<file path="src/sv/css_pkg.sv">
package css_pkg;

	// Field widths.
	localparam int TICK_BITS  = 16;
	localparam int COUNT_BITS = 9;

	// Configuration port geometry.
	localparam int ADDR_BITS = 5;
	localparam int DATA_BITS = 32;

	// Register indexes (byte address is four times the index).
	localparam logic [2:0] REG_FULL_LINE  = 3'd0;
	localparam logic [2:0] REG_HALF_LINE  = 3'd1;
	localparam logic [2:0] REG_LONG_SYNC  = 3'd2;
	localparam logic [2:0] REG_SHORT_SYNC = 3'd3;
	localparam logic [2:0] REG_LINES      = 3'd4;
	localparam logic [2:0] REG_FIELD_SEL  = 3'd5;

	// Register reset values: 64 us, 32 us, 4.7 us and 2.35 us at 84 ticks per microsecond.
	localparam logic [TICK_BITS-1:0]  FULL_LINE_RST  = TICK_BITS'(5376);
	localparam logic [TICK_BITS-1:0]  HALF_LINE_RST  = TICK_BITS'(2688);
	localparam logic [TICK_BITS-1:0]  LONG_SYNC_RST  = TICK_BITS'(395);
	localparam logic [TICK_BITS-1:0]  SHORT_SYNC_RST = TICK_BITS'(197);
	localparam logic [COUNT_BITS-1:0] LINES_RST      = COUNT_BITS'(304);
	localparam logic                  FIELD_SEL_RST  = 1'b1;

	// Last count of each vertical interval phase, and the post phase count that swaps the period.
	localparam logic [COUNT_BITS-1:0] PRE_LAST   = COUNT_BITS'(5);
	localparam logic [COUNT_BITS-1:0] VSYNC_LAST = COUNT_BITS'(4);
	localparam logic [COUNT_BITS-1:0] POST_SWAP  = COUNT_BITS'(3);
	localparam logic [COUNT_BITS-1:0] POST_LAST  = COUNT_BITS'(4);

	typedef enum logic [1:0] {
		PH_PRE   = 2'd0,
		PH_VSYNC = 2'd1,
		PH_POST  = 2'd2,
		PH_VIDEO = 2'd3
	} phase_t;

	typedef struct packed {
		logic [TICK_BITS-1:0]  full_line_ticks;
		logic [TICK_BITS-1:0]  half_line_ticks;
		logic [TICK_BITS-1:0]  long_sync_ticks;
		logic [TICK_BITS-1:0]  short_sync_ticks;
		logic [COUNT_BITS-1:0] lines_per_field;
		logic                  first_field_sel;
	} cfg_t;

endpackage

</file>
<file path="src/sv/css_regs.sv">
module css_regs (
	input  logic                          clk,
	input  logic                          arst_n,
	input  logic                          psel,
	input  logic                          penable,
	input  logic                          pwrite,
	input  logic [css_pkg::ADDR_BITS-1:0] paddr,
	input  logic [css_pkg::DATA_BITS-1:0] pwdata,
	output logic [css_pkg::DATA_BITS-1:0] prdata,
	output logic                          pready,
	output css_pkg::cfg_t                 cfg
);

	css_pkg::cfg_t cfg_q;
	logic [2:0]    reg_idx;
	logic          wr_en;

	assign pready  = 1'b1;
	assign reg_idx = paddr[4:2];
	assign wr_en   = psel & penable & pwrite;
	assign cfg     = cfg_q;

	// Register writes on the access cycle of a write request.
	always_ff @(posedge clk or negedge arst_n) begin
		if (!arst_n) begin
			cfg_q.full_line_ticks  <= css_pkg::FULL_LINE_RST;
			cfg_q.half_line_ticks  <= css_pkg::HALF_LINE_RST;
			cfg_q.long_sync_ticks  <= css_pkg::LONG_SYNC_RST;
			cfg_q.short_sync_ticks <= css_pkg::SHORT_SYNC_RST;
			cfg_q.lines_per_field  <= css_pkg::LINES_RST;
			cfg_q.first_field_sel  <= css_pkg::FIELD_SEL_RST;
		end else if (wr_en) begin
			unique case (reg_idx)
				css_pkg::REG_FULL_LINE:  cfg_q.full_line_ticks  <= pwdata[css_pkg::TICK_BITS-1:0];
				css_pkg::REG_HALF_LINE:  cfg_q.half_line_ticks  <= pwdata[css_pkg::TICK_BITS-1:0];
				css_pkg::REG_LONG_SYNC:  cfg_q.long_sync_ticks  <= pwdata[css_pkg::TICK_BITS-1:0];
				css_pkg::REG_SHORT_SYNC: cfg_q.short_sync_ticks <= pwdata[css_pkg::TICK_BITS-1:0];
				css_pkg::REG_LINES:      cfg_q.lines_per_field  <= pwdata[css_pkg::COUNT_BITS-1:0];
				css_pkg::REG_FIELD_SEL:  cfg_q.first_field_sel  <= pwdata[0];
				default: ;
			endcase
		end
	end

	// Read-back multiplexer.
	always_comb begin
		unique case (reg_idx)
			css_pkg::REG_FULL_LINE:  prdata = css_pkg::DATA_BITS'(cfg_q.full_line_ticks);
			css_pkg::REG_HALF_LINE:  prdata = css_pkg::DATA_BITS'(cfg_q.half_line_ticks);
			css_pkg::REG_LONG_SYNC:  prdata = css_pkg::DATA_BITS'(cfg_q.long_sync_ticks);
			css_pkg::REG_SHORT_SYNC: prdata = css_pkg::DATA_BITS'(cfg_q.short_sync_ticks);
			css_pkg::REG_LINES:      prdata = css_pkg::DATA_BITS'(cfg_q.lines_per_field);
			css_pkg::REG_FIELD_SEL:  prdata = css_pkg::DATA_BITS'(cfg_q.first_field_sel);
			default:                 prdata = '0;
		endcase
	end

endmodule

</file>
<file path="src/sv/composite_sync_sequencer_top.sv">
// A result is registered and appears in the cycle after its request is accepted.
// Throughput: one request per cycle while the output is not stalled; the sequencer state
// register updates in a single pass; the result is read straight from it until taken.
// Reset: arst_n clears the result valid flag, puts the sequencer in the video lines phase
// with the counter at 303, full line period and long sync pulse, and loads register defaults.
module composite_sync_sequencer_top (
	input  logic                          clk,
	input  logic                          arst_n,
	input  logic                          s_axis_tvalid,
	output logic                          s_axis_tready,
	input  logic [7:0]                    s_axis_tdata,  // [0] tick
	output logic                          m_axis_tvalid,
	input  logic                          m_axis_tready,
	// [15:0] period_ticks, [31:16] pulse_ticks, [33:32] phase, [42:34] line_count
	output logic [47:0]                   m_axis_tdata,
	input  logic                          psel,
	input  logic                          penable,
	input  logic                          pwrite,
	input  logic [css_pkg::ADDR_BITS-1:0] paddr,
	input  logic [css_pkg::DATA_BITS-1:0] pwdata,
	output logic [css_pkg::DATA_BITS-1:0] prdata,
	output logic                          pready
);

	localparam int TB = css_pkg::TICK_BITS;
	localparam int CB = css_pkg::COUNT_BITS;

	css_pkg::cfg_t   cfg;
	css_pkg::phase_t phase_q, phase_d;
	logic [CB-1:0]   count_q, count_d;
	logic [TB-1:0]   period_q, period_d;
	logic [TB-1:0]   pulse_q, pulse_d;
	logic [TB-1:0]   vsync_pulse;
	logic [CB-1:0]   count_inc;
	logic            out_valid_q;
	logic            accept;
	logic            tick;

	css_regs u_regs (
		.clk     (clk),
		.arst_n  (arst_n),
		.psel    (psel),
		.penable (penable),
		.pwrite  (pwrite),
		.paddr   (paddr),
		.pwdata  (pwdata),
		.prdata  (prdata),
		.pready  (pready),
		.cfg     (cfg)
	);

	// A new request is taken when the result slot is empty or drains this cycle.
	assign s_axis_tready = !out_valid_q || m_axis_tready;
	assign accept        = s_axis_tvalid && s_axis_tready;
	assign tick          = s_axis_tdata[0];

	// Vertical sync pulse is half line minus long sync, floored at zero.
	assign vsync_pulse = (cfg.half_line_ticks >= cfg.long_sync_ticks)
		? (cfg.half_line_ticks - cfg.long_sync_ticks) : '0;
	assign count_inc = count_q + CB'(1);

	// Next sequencer state for one line timer overflow.
	always_comb begin
		phase_d  = phase_q;
		count_d  = count_inc;
		period_d = period_q;
		pulse_d  = pulse_q;
		unique case (phase_q)
			css_pkg::PH_VIDEO: begin
				if (count_q == cfg.lines_per_field) begin
					if (!cfg.first_field_sel) period_d = cfg.half_line_ticks;
					phase_d = css_pkg::PH_PRE;
					count_d = '0;
				end
			end
			css_pkg::PH_PRE: begin
				if (count_q == '0) begin
					pulse_d = cfg.short_sync_ticks;
					if (cfg.first_field_sel) period_d = cfg.half_line_ticks;
				end else if (count_q == css_pkg::PRE_LAST) begin
					phase_d = css_pkg::PH_VSYNC;
					pulse_d = vsync_pulse;
					count_d = '0;
				end
			end
			css_pkg::PH_VSYNC: begin
				if (count_q == css_pkg::VSYNC_LAST) begin
					phase_d = css_pkg::PH_POST;
					pulse_d = cfg.short_sync_ticks;
					count_d = '0;
				end
			end
			css_pkg::PH_POST: begin
				if (count_q == css_pkg::POST_SWAP) begin
					if (!cfg.first_field_sel) period_d = cfg.full_line_ticks;
				end else if (count_q == css_pkg::POST_LAST) begin
					if (cfg.first_field_sel) period_d = cfg.full_line_ticks;
					pulse_d = cfg.long_sync_ticks;
					phase_d = css_pkg::PH_VIDEO;
					count_d = '0;
				end
			end
			default: ;
		endcase
	end

	// Sequencer state; it doubles as the result register since it only moves on a request.
	always_ff @(posedge clk or negedge arst_n) begin
		if (!arst_n) begin
			phase_q     <= css_pkg::PH_VIDEO;
			count_q     <= css_pkg::LINES_RST - CB'(1);
			period_q    <= css_pkg::FULL_LINE_RST;
			pulse_q     <= css_pkg::LONG_SYNC_RST;
			out_valid_q <= 1'b0;
		end else begin
			if (accept) begin
				out_valid_q <= 1'b1;
				if (tick) begin
					phase_q  <= phase_d;
					count_q  <= count_d;
					period_q <= period_d;
					pulse_q  <= pulse_d;
				end
			end else if (m_axis_tready) begin
				out_valid_q <= 1'b0;
			end
		end
	end

	assign m_axis_tvalid = out_valid_q;
	assign m_axis_tdata  = {5'b0, count_q, phase_q, pulse_q, period_q};

endmodule
</file>
<file path="config.mk">
export PLATFORM = sky130hd
export DESIGN_NAME = composite_sync_sequencer_top
export DESIGN_NICKNAME = d
export VERILOG_FILES = /design/src/sv/css_pkg.sv /design/src/sv/css_regs.sv /design/src/sv/composite_sync_sequencer_top.sv
export SDC_FILE = /design/constraint.sdc
export NUM_CORES = 1
export LEC_CHECK = 0
export ABC_AREA = 1
export BUFFER_PORTS_ARGS = -buffer_cell sky130_fd_sc_hd__buf_2
export CORE_UTILIZATION = 46
export DETAILED_ROUTE_END_ITERATION = 8
export GPL_TIMING_DRIVEN = 0
export PLACE_DENSITY = 0.77
export SLEW_MARGIN = 5
export SYNTH_ARGS = -nofsm -noshare
export SYNTH_HDL_FRONTEND = slang
export SYNTH_SLANG_ARGS = --single-unit
</file>
<file path="constraint.sdc">
create_clock -name clk -period 3.3 [get_ports clk]
set_input_delay 0.165 -clock clk [delete_from_list [all_inputs] [get_ports clk]]
set_output_delay 0.165 -clock clk [all_outputs]
set_load 0.005 [all_outputs]
</file>
### Word-level counts from Yosys, hierarchy flattened

Index checks and enable logic that the tools add are counted.

| storage, ports and cells | value |
|---|---|
| register bits | 118 |
| output and inout port bits | 83 |
| bits of input ports | 52 |
| logic and storage cells | 92 |

| operators by class | value |
|---|---|
| eq/ne operators | 25 |
| muxes and demuxes | 32 |
| bitwise logic cells | 2 |
| reduce and logical (&&, ||, !) cells | 19 |
| order comparisons | 1 |
| add/sub/neg operators | 2 |

Operators by type and width:

| cell | count |
|---|---|
| two-way mux 16 bit | 14 |
| one-hot mux 16 bit (3 select lines) | 2 |
| one-hot mux 16 bit (6 select lines) | 1 |
| two-way mux 9 bit | 5 |
| one-hot mux 9 bit (4 select lines) | 1 |
| equality test 9 x 3 -> 1 bit, second input constant | 2 |
| greater-or-equal comparator 16 bit | 1 |
| != test 2 bit, second input constant | 8 |
| subtractor 16 bit | 1 |
| AND reduction 2 bit | 7 |
| two-way mux 2 bit | 6 |
| AND reduction 10 bit | 1 |
| adder 9 x 1 -> 9 bit, second input constant | 1 |
| equality test 9 x 2 -> 1 bit, second input constant | 1 |
| equality test 9 bit | 1 |
| logical NOT 9 bit | 1 |
| != test 3 bit, second input constant | 3 |
| one-hot mux 2 bit (4 select lines) | 1 |
| AND reduction 8 bit | 1 |
| AND reduction 7 bit | 1 |
| equality test 3 x 2 -> 1 bit, second input constant | 2 |
| equality test 3 bit, second input constant | 2 |
| nonzero test 3 bit | 2 |
| equality test 2 bit, second input constant | 2 |
| other kinds (12) | 14 |

### Longest topological paths before layout

| depth | value |
|---|---|
| depth in word-level cells | 5 |
| gate-level depth with buffers | 16 |
| gate-level depth less buffers | 16 |

### By module

From an unflattened synthesis, not the netlist that was laid out.

| unflattened totals | value |
|---|---|
| cells, all modules | 1096 |
| area total of the unflattened synthesis | 7877.6 µm² |

By module, submodules not included:

| module | cells each | area each (µm²) | times used | sequential area each (µm²) |
|---|---|---|---|---|
| composite_sync_sequencer_top | 635 | 4063.9 | 1 | 1121.1 |
| css_regs | 461 | 3813.7 | 1 | 1875.5 |

### Worst setup path after synthesis

OpenSTA, ideal clock, no wires.

| timing path | value |
|---|---|
| path kind | reg2reg |
| start point | register u_regs.cfg_q, in the netlist u_regs.cfg[29] |
| end point | register pulse_q[10] |
| path buffers | 1 |
| data arrival time | 1833 ps |
| clock period less this slack | 1949 ps |
| path slack | 1351 ps |
| stages on the path, launching flop included | 13 |
| data required time | 3184 ps |
| setup time | 116 ps |
| cell sequence | dfstp_2 inv_1 ha_1 or2_0 nand3_1 nand3_1 nand2_1 nand2_1 nand2_1 buf_2 o21ai_0 nand2_1 nand2_1 |

| between the ends | value |
|---|---|
| cells in the longest elaborated chain, start to end | 5 |
| elaborated cells between the ends (all ways) | 6 |
| classes of those cells | add/sub (1); order compare (1); mux (4) |

Ends and longest elaborated chain:

| item | RTL line | text |
|---|---|---|
| start, declared | css_regs.sv:14 | `css_pkg::cfg_t cfg_q;` |
| subtractor 16 bit or greater-or-equal comparator 16 bit (tied branches) | composite_sync_sequencer_top.sv:59, composite_sync_sequencer_top.sv:58 |  |
| two-way mux 16 bit (*) | composite_sync_sequencer_top.sv:59 | `? (cfg.half_line_ticks - cfg.long_sync_ticks) : '0;` |
| two-way mux 16 bit (*) | composite_sync_sequencer_top.sv:80 | `end else if (count_q == css_pkg::PRE_LAST) begin` |
| two-way mux 16 bit (*) | composite_sync_sequencer_top.sv:77 | `if (count_q == '0) begin` |
| one-hot mux 16 bit (3 select lines) (*) | composite_sync_sequencer_top.sv:68 | `unique case (phase_q)` |
| end signal, assigned | composite_sync_sequencer_top.sv:113 | `pulse_q <= css_pkg::LONG_SYNC_RST;` |
| end signal, assigned | composite_sync_sequencer_top.sv:122 | `pulse_q <= pulse_d;` |
| end, declared | composite_sync_sequencer_top.sv:32 | `logic [TB-1:0] pulse_q, pulse_d;` |

Every way passes the cells marked *; elsewhere a longest branch is shown, timed or not. The select of a mux whose other input is x is not followed.
A chain may end at the register's enable or synchronous reset.

### Worst setup path in the final report

| timing path | value |
|---|---|
| start point | register phase_q[1] |
| end point | register period_q[10] |

| between the ends | value |
|---|---|
| cells in the longest elaborated chain, start to end | 3 |
| elaborated cells between the ends (all ways) | 13 |
| classes of those cells | eq/ne (9); mux (1); reduce/logical (3) |

Ends and longest elaborated chain:

| item | RTL line | text |
|---|---|---|
| start, declared | composite_sync_sequencer_top.sv:29 | `css_pkg::phase_t phase_q, phase_d;` |
| start signal, assigned | composite_sync_sequencer_top.sv:110 | `phase_q <= css_pkg::PH_VIDEO;` |
| start signal, assigned | composite_sync_sequencer_top.sv:119 | `phase_q <= phase_d;` |
| equality test 2 bit or logical NOT 2 bit (tied branches) | composite_sync_sequencer_top.sv:68 |  |
| != test 3 bit (no line), or another cell as far along | - |  |
| AND reduction 10 bit (no line) | - |  |
| end signal, assigned | composite_sync_sequencer_top.sv:112 | `period_q <= css_pkg::FULL_LINE_RST;` |
| end signal, assigned | composite_sync_sequencer_top.sv:121 | `period_q <= period_d;` |
| end, declared | composite_sync_sequencer_top.sv:31 | `logic [TB-1:0] period_q, period_d;` |

Several ways; a longest one is shown, not always the timed one.

==> results list <==
- Internal power component: 4.155 mW
* Clock Skews: about 0.0094 ns
* Setup repair bufs after CTS: 0
- The setup path with the least slack is of type reg -> reg.
- STA puts the critical path data arrival time at about 3 ns.
* Final standard cell count with taps included and fillers excluded: 1332
* Switching power summed over all nets: ~3 mW
- Measured against the total synthesized area, the mux share comes to 0.003111.
* Compound-gate portion of the synthesized area: 0.1554
* Area delta synth->final: 19.65%
- Measured against its own limit, the worst slew margin works out to 0.3972.
- VDD sags by at most 0.0004751 V.
- First-pass iteration count of the detailed router: 6
* Unique masters post-synth: 41
- Min Clock Period, post-route: around 2.7 ns
- Number of failing setup endpoints in the final timing report: 0
* Io pins: 135
- Clk network pwr share: 0.261
* Initial cell density of the core: 0.4744
- Reg-to-reg critical path startpoint: phase_q[1]
- Crit-path slowest cell: clkbuf_1
- Critical path startpoint: phase_q[1]
- Root Buffer: clkbuf_16
* Synthesized-area fraction occupied by and/or/nand/nor cells: 0.2512
- Combinational Power Share: 0.413
* Port-buffer cells: 87
- Area enclosed by the die boundary: about 16000 um^2
- CTS built an H-tree with a depth of 4.
- From bottom edge to top edge, the die measures 127.4 um.
- STA classifies the critical path startpoint as a flop.
- Synthesis Warnings: 0
* Total Negative Setup Slacks: 0 ns
- Sum of overflow across all layers after global routing: 0
- X dimension of the die: 127.4 um
- After detailed routing, the average wire length per cell comes to roughly 16 um.
- Post-placement cell count: approximately 1300
- The analysis attributes to cell leakage a power of 4.493 nW.
* Sinks on Clock Net: approximately 120
- Via/cell ratio: 5.409
- TritonCTS built the clock tree.
- In the final layout, the share of cells above drive strength 1 is 0.1847.
- Of the total synthesized cell area, the portion taken by XOR and XNOR cells is 0.01936.
- Traced cell by cell, the critical path runs through ha_1 -> clkbuf_1 -> clkbuf_1 -> nand2_1 -> o21ai_0 -> nand4_1 -> nand2_1.
- Path class of the lowest-slack min-delay path: in -> reg
* Number of nets with antenna violations after detailed routing: 0
* Maximum number of pins on one net before global-route repair: 76
* First-pass GRT wire length: ~34 mm
- Detailed routing inserted a total of 7205 vias.
* Largest family of logic cells by synthesized area: simple AND/OR/NAND/NOR gates
- Power spread over the standard cell area amounts to around 820 nW/um^2.
* Max-capacitance violation count: 0
- TritonCTS created 17 clock buffers.
- Net count of the finished layout: 1184
* Netlist area before placement: between 7000 and 8000 um^2
* Unrepaired setup endpoints after global routing: no
- Register share of total power: 0.327
- Clock transition at the registers of the reported paths: roughly 0.05 ns
- The congestion estimate from routability-driven global placement came to between 0.9 and 1.
* Mean instance size in the synthesized netlist: approximately 7.4 um^2
* Net switching fraction of the power: 0.4123
- Crit-path max FO: 10
* Type of destination of the critical path: flop
* Post-route DRC violation count: 0
- Counting every instance in the synthesized netlist gives between 900 and 1000.
- Core outline area: ~15000 um^2
- F_max: around 0.37 GHz
- Worst-margin pin slew: roughly 0.9 ns
* Post-layout power: between 7 and 8 mW
- Antenna violations before repair: 0
- Status: complete, no violations
* Flop and latch count out of synthesis: 118
* Number of placement rows: between 40 and 50
* Proportion of synthesized chip area in sequential cells: 0.4140
- Post-detailed-routing wire length: approximately 22 mm
- Start point of the worst hold path: m_axis_tready
* Max-slew violation count: 0
* Overall routing resource usage: 0.2782
- Number of endpoints with negative hold slack in the final report: 0
- For this block, the initial DRC count from the detailed router was 693.
- The number of antenna diodes in the final layout is 0.
- In the finished design, the share of the clock period the worst path needs comes to 0.8140.
* Clock insertion delay at the later pin of the skew report: about 0.43 ns
* Adder-Cell Fraction of Synth Area: 0.04252
- At the worst endpoint, the required time is 3.67 ns.
- The largest single stage delay on the critical path is between 0.5 and 0.6 ns.
- The via count of the first global-routing pass came to between 6000 and 7000.
- The HPWL after detailed placement is 16.47 mm.
- Buffer depth of the longest clock path: 2
[flip-flops by register name (all words and copies together), names as in the netlist]
signal and count:
count_q 9, m_axis_tvalid 1, phase_q 2, period_q 16
u_regs.cfg 74, pulse_q 16
[through the flow]
step	cell area [um^2]	setup WS (ns)	hold slack, ns	util
finish	8661	0.6137	0.03673	0.5676
global route	8661	0.5625	0.07498	0.5676
CTS	8661	0.7538	0.03965	0.5676
detailed placement	8046	0.7849	0.1145	0.5273
global placement	8013	0.6331	0.3672	0.5251
floorplan	7313	1.351	-0.1306	-
[timing repair]
| item | in CTS | in global routing |
|---|---|---|
| resized for setup | 0 | 0 |
| hold endpoints to repair | 45 | 0 |
| hold buffers | 3 | 0 |
[routing by layer]
metal,share of wire,global-route usage,vias up
met5,0,0,-
met4,0.034,0.1282,0
met3,0.081,0.05109,56
met2,0.45,0.4253,350
met1,0.43,0.3838,3397
li1,-,-,3402
[power by group through the flow]
stage          logic [mW]  clock network, mW  registers [mW]
2_1_floorplan        1.92                  0            2.26
3_3_place_gp         2.77                  0            2.31
3_5_place_dp         2.84                  0            2.32
4_1_cts              2.87               1.84            2.31
5_1_grt              3.26               1.92            2.37
6_report             2.92               1.84            2.31
[cell usage after synthesis, drive strengths merged]
| cell type | number | area [um^2] |
|---|---|---|
| nand2 | 325 | 1225 |
| inv | 128 | 480.5 |
| o21ai | 112 | 564.3 |
| dfrtp | 83 | 2077 |
| nor2 | 47 | 196.4 |
| dfstp | 35 | 919.6 |
| buf | 33 | 230.2 |
| nand3 | 31 | 167.7 |
| a21oi | 27 | 146.4 |
| clkbuf | 26 | 97.59 |
| ha | 23 | 287.8 |
| nand4 | 22 | 152.7 |
| a221oi | 19 | 166.4 |
| a22oi | 14 | 105.1 |
| o211ai | 8 | 60.06 |
| xnor2 | 8 | 70.07 |
| xor2 | 8 | 70.07 |
| o2111ai | 6 | 52.55 |
| nor3 | 5 | 30.03 |
| and2 | 4 | 25.02 |
| clkinv | 3 | 12.51 |
| conb | 2 | 7.510 |
| mux2 | 2 | 22.52 |
| nand3b | 2 | 15.01 |
| o221ai | 2 | 17.52 |
| a211oi | 1 | 12.51 |
| fa | 1 | 20.02 |
| or2 | 1 | 6.260 |
[worst max-delay path: cells and delay by family, from the launching register on]
family / cells / cell delay [ns]
fa+ha+maj: 1 / 0.26
compound gates: 1 / 0.28
buf+inv: 2 / 1.13
flops: 1 / 0.56
simple gates: 3 / 0.37
[worst paths after layout]
| path | end | slack [ns] | cells after the start |
|---|---|---|---|
| max | period_q[10] | 0.61 | 7 |
| min | m_axis_tvalid | 0.04 | 4 |
| max reg2reg | period_q[10] | 0.61 | 7 |
| min reg2reg | period_q[8] | 0.45 | 2 |
| max in group asynchronous | pulse_q[8] | 2.33 | 3 |
| min in group asynchronous | period_q[13] | 0.23 | 2 |
[cell families after synthesis]
| family | Yosys count |
|---|---|
| adders and majority gates | 24 |
| AOI/OAI and AO/OA | 189 |
| buffers and inverters | 190 |
| xor gates and xnor gates | 16 |
| muxes | 2 |
| other | 2 |
| DFF | 118 |
| and+or+nand+nor | 437 |
[final cells by class]
type                       count  area [um^2]
clock buffer                  19        452.9
clock inverter                13        131.4
buffer                        59        327.8
fill                        1424         6598
sequential                   118         2997
inverter                     131        493.0
tap                          211        264.0
multi-input combinational    690         3496
timing repair buffer          91        499.2
[placed cells by master, fill, tap and decap left out, types with 22 or more instances in the layout]
master	synthesis	final
nand2_1	323	323
inv_1	123	123
o21ai_0	111	111
buf_2	7	93
dfrtp_1	83	83
nor2_1	43	43
dfstp_2	35	35
nand3_1	30	30
clkbuf_1	26	26
a21oi_1	26	26
buf_4	24	24
ha_1	23	23
conb_1	2	22
Power figures use the tool's default switching activity.
